### config.mk
export PLATFORM = sky130hd
export DESIGN_NAME = sliding_window_median_filter
export DESIGN_NICKNAME = d
export VERILOG_FILES = /design/src/swmf_pkg.sv /design/src/sliding_window_median_filter.sv /design/src/swmf_ring.sv
export SDC_FILE = /design/constraint.sdc
export NUM_CORES = 1
export LEC_CHECK = 0
export ABC_AREA = 0
export BUFFER_PORTS_ARGS = -buffer_cell sky130_fd_sc_hd__buf_2
export CAP_MARGIN = 20
export CORE_AREA = 2 2 298 182
export CTS_BUF_LIST = sky130_fd_sc_hd__clkbuf_8
export DETAILED_ROUTE_END_ITERATION = 7
export DIE_AREA = 0 0 300 184
export GPL_TIMING_DRIVEN = 0
export PLACE_DENSITY = 0.54
export REMOVE_ABC_BUFFERS = 1
export SLEW_MARGIN = 20
export SYNTH_ARGS = -nofsm -noshare
export SYNTH_HDL_FRONTEND = slang
export SYNTH_SLANG_ARGS = --single-unit
### constraint.sdc
create_clock -name clk_i -period 5.9 [get_ports clk_i]
set_input_delay 0.59 -clock clk_i [delete_from_list [all_inputs] [get_ports clk_i]]
set_output_delay 0.59 -clock clk_i [all_outputs]
set_load 0.05 [all_outputs]
### src/swmf_pkg.sv
// Shared constants and types for the sliding window median filter.
package swmf_pkg;

  // Default sizing
  localparam int DefMaxWindow  = 16;
  localparam int DefSampleBits = 16;

  // Configuration register
  localparam int CfgBits     = 5;
  localparam int WindowReset = 5;

  // Control bundle from the sequencer to the ring memory
  typedef struct packed {
    logic re;   // read request at the read address
    logic we;   // write request at the write address
    logic clr;  // drop all entries back to their reset contents
  } ring_ctrl_t;

endpackage

### src/sliding_window_median_filter.sv
// Sliding window median filter: top level, sequencer and result register.
//
// Each request writes its sample over the oldest of the last window_size entries and returns
// the median of the window (for an even size the floored mean of the middle pair; ties are
// ordered by ring position). Every entry keeps its rank next to its sample in one ring memory
// with a single read and a single write port. From accept to the next accept a request passes
// through a read of the replaced entry, a scan of every window entry through the read port
// that corrects each rank and picks out the middle values, and a final step that writes the
// new entry and loads the result register. The result register lets a new request be
// taken while the previous median waits. Reset and each write of window_size
// empty the window to zeros at once (per-entry valid bits, no clearing pass); a written size
// of zero becomes one and a size above MaxWindow becomes MaxWindow.
module sliding_window_median_filter import swmf_pkg::*; #(
  parameter int MaxWindow  = DefMaxWindow,
  parameter int SampleBits = DefSampleBits
) (
  input  logic                         clk_i,
  input  logic                         rst_ni,
  input  logic                         window_size_we_i,
  input  logic        [CfgBits-1:0]    window_size_i,
  input  logic                         sample_valid_i,
  output logic                         sample_stall_o,
  input  logic signed [SampleBits-1:0] sample_i,
  output logic                         median_valid_o,
  input  logic                         median_stall_i,
  output logic signed [SampleBits-1:0] median_o
);

  localparam int RankBits = (MaxWindow > 1) ? $clog2(MaxWindow) : 1;
  localparam int NumBits  = $clog2(MaxWindow + 1);
  localparam int ResetN   = (WindowReset > MaxWindow) ? MaxWindow : WindowReset;

  localparam logic [1:0] ST_IDLE = 2'd0;
  localparam logic [1:0] ST_RDP  = 2'd1;
  localparam logic [1:0] ST_SCAN = 2'd2;
  localparam logic [1:0] ST_FIN  = 2'd3;

  logic [1:0]                  state_q, state_d;
  logic [NumBits-1:0]          n_q;
  logic [RankBits-1:0]         wp_q;
  logic [RankBits-1:0]         proc_q;
  logic [RankBits-1:0]         cnt_q;
  logic signed [SampleBits-1:0] new_q, old_q, a_q, b_q;
  logic                        out_vld_q;
  logic signed [SampleBits-1:0] med_q;

  ring_ctrl_t                  ring_ctrl;
  logic [RankBits-1:0]         raddr, waddr, wrank;
  logic signed [SampleBits-1:0] wval;
  logic signed [SampleBits-1:0] rd_val;
  logic [RankBits-1:0]         rd_rank;

  logic                        in_acc;
  logic [NumBits-1:0]          proc_nx;
  logic                        more;
  logic                        is_p;
  logic                        gt_old, gt_new, below_new;
  logic [RankBits-1:0]         rank_upd;
  logic [RankBits-1:0]         k_a, k_b;
  logic signed [SampleBits-1:0] a_fin, b_fin;
  logic signed [SampleBits:0]  pair_sum;
  logic signed [SampleBits-1:0] med_fin;
  logic                        out_load;
  logic [NumBits-1:0]          n_sat;

  // Ring memory
  swmf_ring #(
    .MaxWindow (MaxWindow),
    .SampleBits(SampleBits)
  ) u_ring (
    .clk_i  (clk_i),
    .rst_ni (rst_ni),
    .ctrl_i (ring_ctrl),
    .raddr_i(raddr),
    .waddr_i(waddr),
    .wval_i (wval),
    .wrank_i(wrank),
    .rval_o (rd_val),
    .rrank_o(rd_rank)
  );

  // Handshake
  assign sample_stall_o = (state_q != ST_IDLE);
  assign in_acc         = sample_valid_i && (state_q == ST_IDLE);

  // Scan bookkeeping
  assign proc_nx = NumBits'(proc_q) + NumBits'(1);
  assign more    = (proc_nx < n_q);
  assign is_p    = (proc_q == wp_q);

  // Rank correction of a scanned entry: drop the old key, add the new key
  assign gt_old    = (old_q < rd_val) || ((old_q == rd_val) && (wp_q < proc_q));
  assign gt_new    = (new_q < rd_val) || ((new_q == rd_val) && (wp_q < proc_q));
  assign below_new = (rd_val < new_q) || ((rd_val == new_q) && (proc_q < wp_q));
  assign rank_upd  = rd_rank - RankBits'(gt_old) + RankBits'(gt_new);

  // Ranks of the middle values
  assign k_b = RankBits'(n_q >> 1);
  assign k_a = n_q[0] ? k_b : k_b - RankBits'(1);

  // Memory access selection
  always_comb begin
    ring_ctrl.re  = 1'b0;
    ring_ctrl.we  = 1'b0;
    ring_ctrl.clr = window_size_we_i;
    raddr         = wp_q;
    waddr         = proc_q;
    wval          = rd_val;
    wrank         = rank_upd;
    unique case (state_q)
      ST_IDLE: begin
        ring_ctrl.re = in_acc;
        raddr        = wp_q;
      end
      ST_RDP: begin
        ring_ctrl.re = 1'b1;
        raddr        = '0;
      end
      ST_SCAN: begin
        ring_ctrl.re = more;
        raddr        = RankBits'(proc_nx);
        ring_ctrl.we = !is_p;
      end
      ST_FIN: begin
        ring_ctrl.we = 1'b1;
        waddr        = wp_q;
        wval         = new_q;
        wrank        = cnt_q;
      end
      default: begin
        ring_ctrl.re = 1'b0;
      end
    endcase
  end

  // Median of the finished scan
  assign a_fin    = (cnt_q == k_a) ? new_q : a_q;
  assign b_fin    = (cnt_q == k_b) ? new_q : b_q;
  assign pair_sum = {a_fin[SampleBits-1], a_fin} + {b_fin[SampleBits-1], b_fin};
  assign med_fin  = n_q[0] ? b_fin : pair_sum[SampleBits:1];
  assign out_load = (state_q == ST_FIN) && (!out_vld_q || !median_stall_i);

  // Next state
  always_comb begin
    state_d = state_q;
    unique case (state_q)
      ST_IDLE: if (in_acc) state_d = ST_RDP;
      ST_RDP:  state_d = ST_SCAN;
      ST_SCAN: if (!more) state_d = ST_FIN;
      ST_FIN:  if (out_load) state_d = ST_IDLE;
      default: state_d = ST_IDLE;
    endcase
  end

  // Window size saturation
  always_comb begin
    if (window_size_i == '0) begin
      n_sat = NumBits'(1);
    end else if (int'(window_size_i) > MaxWindow) begin
      n_sat = NumBits'(MaxWindow);
    end else begin
      n_sat = NumBits'(window_size_i);
    end
  end

  // Control registers
  always_ff @(posedge clk_i or negedge rst_ni) begin
    if (!rst_ni) begin
      state_q   <= ST_IDLE;
      n_q       <= NumBits'(ResetN);
      wp_q      <= '0;
      proc_q    <= '0;
      cnt_q     <= '0;
      out_vld_q <= 1'b0;
    end else begin
      state_q <= state_d;
      if (window_size_we_i) begin
        n_q  <= n_sat;
        wp_q <= '0;
      end else if (out_load) begin
        wp_q <= (NumBits'(wp_q) + NumBits'(1) == n_q) ? '0 : wp_q + RankBits'(1);
      end
      if (state_q == ST_RDP) begin
        proc_q <= '0;
        cnt_q  <= '0;
      end else if (state_q == ST_SCAN) begin
        proc_q <= RankBits'(proc_nx);
        if (!is_p && below_new) begin
          cnt_q <= cnt_q + RankBits'(1);
        end
      end
      if (out_load) begin
        out_vld_q <= 1'b1;
      end else if (!median_stall_i) begin
        out_vld_q <= 1'b0;
      end
    end
  end

  // Payload registers
  always_ff @(posedge clk_i) begin
    if (in_acc) begin
      new_q <= sample_i;
    end
    if (state_q == ST_RDP) begin
      old_q <= rd_val;
    end
    if ((state_q == ST_SCAN) && !is_p) begin
      if (rank_upd == k_a) a_q <= rd_val;
      if (rank_upd == k_b) b_q <= rd_val;
    end
    if (out_load) begin
      med_q <= med_fin;
    end
  end

  assign median_valid_o = out_vld_q;
  assign median_o       = med_q;

  // Checks
  a_acc_to_read: assert property (@(posedge clk_i) disable iff (!rst_ni)
    in_acc |=> (state_q == ST_RDP))
    else $error("accepted request did not start the replaced-entry read");

  a_wp_in_window: assert property (@(posedge clk_i) disable iff (!rst_ni)
    NumBits'(wp_q) < n_q)
    else $error("write position outside the window");

  a_scan_in_window: assert property (@(posedge clk_i) disable iff (!rst_ni)
    (state_q == ST_SCAN) |-> (NumBits'(proc_q) < n_q))
    else $error("scan index outside the window");

  a_cnt_in_window: assert property (@(posedge clk_i) disable iff (!rst_ni)
    (state_q == ST_FIN) |-> (NumBits'(cnt_q) < n_q))
    else $error("rank of new entry outside the window");

  a_fin_loads: assert property (@(posedge clk_i) disable iff (!rst_ni)
    out_load |=> (median_valid_o && (state_q == ST_IDLE)))
    else $error("finished median not presented");

endmodule

### src/swmf_ring.sv
// Ring memory holding each window entry's sample and its current rank.
module swmf_ring import swmf_pkg::*; #(
  parameter int MaxWindow  = DefMaxWindow,
  parameter int SampleBits = DefSampleBits,
  localparam int RankBits  = (MaxWindow > 1) ? $clog2(MaxWindow) : 1
) (
  input  logic                         clk_i,
  input  logic                         rst_ni,
  input  ring_ctrl_t                   ctrl_i,
  input  logic        [RankBits-1:0]   raddr_i,
  input  logic        [RankBits-1:0]   waddr_i,
  input  logic signed [SampleBits-1:0] wval_i,
  input  logic        [RankBits-1:0]   wrank_i,
  output logic signed [SampleBits-1:0] rval_o,
  output logic        [RankBits-1:0]   rrank_o
);

  localparam int EntryBits = SampleBits + RankBits;

  logic [EntryBits-1:0] mem [MaxWindow];
  logic [EntryBits-1:0] rdata_q;
  logic [MaxWindow-1:0] valid_q;
  logic                 rvld_q;
  logic [RankBits-1:0]  ridx_q;

  // Storage array, one write and one registered read per cycle
  always_ff @(posedge clk_i) begin
    if (ctrl_i.we) begin
      mem[waddr_i] <= {wval_i, wrank_i};
    end
    if (ctrl_i.re) begin
      rdata_q <= mem[raddr_i];
    end
  end

  // Per-entry valid bits; an unwritten entry is a zero sample ranked by its index
  always_ff @(posedge clk_i or negedge rst_ni) begin
    if (!rst_ni) begin
      valid_q <= '0;
      rvld_q  <= 1'b0;
      ridx_q  <= '0;
    end else begin
      if (ctrl_i.clr) begin
        valid_q <= '0;
      end else if (ctrl_i.we) begin
        valid_q[waddr_i] <= 1'b1;
      end
      if (ctrl_i.re) begin
        rvld_q <= valid_q[raddr_i];
        ridx_q <= raddr_i;
      end
    end
  end

  // Effective read data
  assign rval_o  = rvld_q ? $signed(rdata_q[EntryBits-1:RankBits]) : '0;
  assign rrank_o = rvld_q ? rdata_q[RankBits-1:0] : ridx_q;

endmodule

==> impl_metrics.csv <==
group,metric,value,unit
sta,fin_crit,5576,ps
global_routing,grt_max_degree,57,
outcome,status,"finished clean",
synth,synth_top_cell_area_share,0.6046,
power_and_ir_drop,max-vdd-ir-drop,396.8,uV
synth,synth-xor-area-share,0.01379,
floorplanning,design.die.area,55200,um^2
critical_path,cpPeakStageDelay,630,ps
critical_path,worst_setup_path_start_kind,"flop",
clock_tree,clkTransAtPathRegs,70,ps
critical_path,rr_worst_depth,17,
sta,drv_slew,0,
critical_path,worst-path-buf-inv,2,
clock_tree,cts_sinks,461,
synth,synth_adder_area_share,0.04270,
synth,postSynthCellCount,1610,
clock_tree,tritoncts,"built",
sta,slew-limit-headroom,0.3241,
route,wire_per_inst,21.14,um
critical_path,path_cells,"inv_1 -> ha_1 -> or2_1 -> mux4_2 -> nor3_4 -> buf_8 -> mux2_2 -> ha_1 -> nor2b_1 -> o21a_1 -> o21ai_0 -> a31oi_1 -> o41ai_4 -> o211ai_1 -> a21oi_1 -> xor2_1 -> o21ai_0",
synth,synth_top_family_by_area,"compound AO/OA/AOI/OAI gates",
clock_tree,cts_hold_buf,0,
floorplanning,core_area,52210,um^2
sta,timing.hold.ws,82.52,ps
power_and_ir_drop,fin_total_pwr,0.01319,W
synth,synth_edf_count,420,
synth,yosysMostFrequentCell,"edfxtp_1",
synth,synth_area_leader_cell,"edfxtp_1",
synth,synthMuxAreaShare,0.04018,
synth,async_flop_share,0.08894,
route,first_pass_iters,5,
final_layout,diodes,0,
critical_path,slowest_stage,"dfstp_2",
power_and_ir_drop,pwr_density_cell,545.5,nW/um^2
critical_path,cp.arrival,5940,ps
critical_path,required,6270,ps
synth,netlist_area,20860,um^2
sta,worst_pin_slew,1007,ps
critical_path,cpLargestDelayFamily,"compound AO/OA/AOI/OAI gates",
sta,finalHoldViolations,0,
critical_path,crit_type,"flop to flop",
global_routing,grt-ovfl-total,0,
floorplanning,io_pins,44,
critical_path,cp_num_cells,17,
sta,setup_viol,0,
floorplanning,start_util,0.3995,
placement,dp.final_hpwl,34390,um
route,num_vias,13310,
route,drt_iter0_drc,1026,
synth,synth_simple_gate_area_share,0.09602,
global_routing,first_global_vias,13080,
global_routing,grt_usage,0.1907,
clock_tree,htreeDepth,3,
route,routed_via_density,5.444,
floorplanning,rows,65,
synth,ys_types,71,
final_layout,fin_area,24190,um^2
placement,dp_slack,-235.4,ps
synth,synth_seq_area_share,0.6539,
sta,setup_slack,323.7,ps
sta,rsz0062_at_grt,"false",
synth,synth-seq-cells,461,
clock_tree,clockBufferDepth,3,
final_layout,layout-drive-gt1-share,0.1459,
job,cap_violations,0,
floorplanning,die_w,300,um
route,drc,0,
final_layout,fin_nets,1792,
global_routing,antenna_found_initial,1,
route,ant_nets,0,
synth,yosys_warnings,0,
critical_path,path_max_fanout,13,
clock_tree,cts_root_buf,"clkbuf_8",
route,finalWirelength,51660,um
placement,place.gp.congestion,0.8314,
clock_tree,clk-insertion-delay-late,650,ps
sta,fmax,179.3,MHz
clock_tree,cts_buffers,69,
synth,synthTopCellsByCount,"edfxtp_1 (420), nand2_1 (166), a211oi_1 (144)",
synth,synth_top_cells_by_area,"edfxtp_1 (60%), a211oi_1 (5.2%), dfrtp_1 (4.7%), ha_1 (4.1%), nand2_1 (3.0%)",
floorplanning,die_y,184,um
placement,io_buffers,43,
final_layout,area_delta_synth_final,15.94,%
sta,fin_skew,56.40,ps
synth,synth_compound_area_frac,0.1248,
synth,avgSynthCellArea,12.96,um^2
synth,synthFlopType,"edfxtp_1",
sta,timing.setup.tns,0,ps
power_and_ir_drop,power_leakage,8.486,nW
global_routing,grt_pass1_wl,79720,um
sta,post-route-period-util,0.9451,
worst_hold_path,hold_class,"primary input to async pin",
placement,placed_area,22940,um^2
final_layout,fillers,4715,
critical_path,cp-end-kind,"flop",
## worst register-to-register path: cells and delay by family (launching register included)
kind / cells / cell delay [ps]
simple gates: 3 / 710
mux: 2 / 900
compound gates: 7 / 1860
fa+ha+maj: 2 / 670
buf+inv: 2 / 380
xor+xnor: 1 / 170
flops: 1 / 630
## cell usage in the layout, fill, tap and decap left out, types with 46 or more instances in the layout
cell / instances
nor2_1: 70
a21oi_1: 72
mux2i_1: 50
ha_1: 66
inv_1: 86
a31oi_1: 46
a211oi_1: 144
and2_1: 78
clkbuf_8: 71
o21ai_0: 50
nand2_1: 166
edfxtp_1: 420
## where the power goes
group,leakage (nW),switching [W],total [W],internal (W)
combinational,3.40,0.00368,0.00581,0.00213
clock,0.675,0.00124,0.00235,0.00111
sequential,4.41,0.000223,0.00503,0.00481
## logic make-up (layout without fill, tap and decap cells)
kind of cell | after synthesis | after routing
DFF | 461 | 461
and+or+nand+nor | 420 | 420
AOI/OAI and AO/OA | 394 | 394
buffers and inverters | 155 | 286
muxes | 78 | 78
adders and majority gates | 70 | 70
xor gates and xnor gates | 32 | 32
## what timing repair did
action	in CTS	in global routing
setup endpoints to repair	13	14
gates resized for setup	2	4
buffers inserted	0	3
pin swaps	0	1
gates cloned	0	0
## state kept, by name, indices dropped and copies added, names as in the netlist
name	count
median_o	16
median_valid_o	1
u_ring.valid_q	16
u_ring.ridx_q	4
state_q	2
new_q	16
u_ring.mem	320
b_q	16
wp_q	4
a_q	16
proc_q	4
u_ring.rdata_q	20
n_q	5
old_q	16
u_ring.rvld_q	1
cnt_q	4
## per-layer routing
metal  track usage  up-vias  share of wire
li1              -     6233              -
met1        0.2997     6640           0.51
met2        0.2700      374           0.42
met3       0.03805       58          0.066
met4       0.03820        0          0.011
met5             0        -              0
## metrics by stage
stage | cells | utilization
floorplan | 1523 | -
global placement | 2269 | 0.4139
detailed placement | 2324 | 0.4394
CTS | 2440 | 0.4619
global route | 2444 | 0.4632
finish | 2444 | 0.4632
## final timing paths
path	start	end	slack, ps
worst max-delay path	n_q[2]	median_o[13]	320
worst min-delay path	rst_ni	proc_q[0]	80
worst max register to register	n_q[2]	median_o[13]	320
worst min register to register	u_ring.valid_q[8]	u_ring.valid_q[8]	490
max in group asynchronous	rst_ni	u_ring.rvld_q	5090
min in group clk_i	sample_i[12]	new_q[12]	120
## layout make-up
| cell class | count | area, um^2 | share of cell area |
|---|---|---|---|
| sequential | 461 | 13640 | 0.5641 |
| multi-input combinational | 994 | 6869 | 0.2840 |
| timing repair buffer | 102 | 1368 | 0.05654 |
| clock buffer | 71 | 977.2 | 0.04040 |
| tap | 703 | 879.6 | 0.03637 |
| inverter | 68 | 255.2 | 0.01055 |
| clock inverter | 45 | 192.7 | 0.007967 |
(Power assumes the default switching activity.)
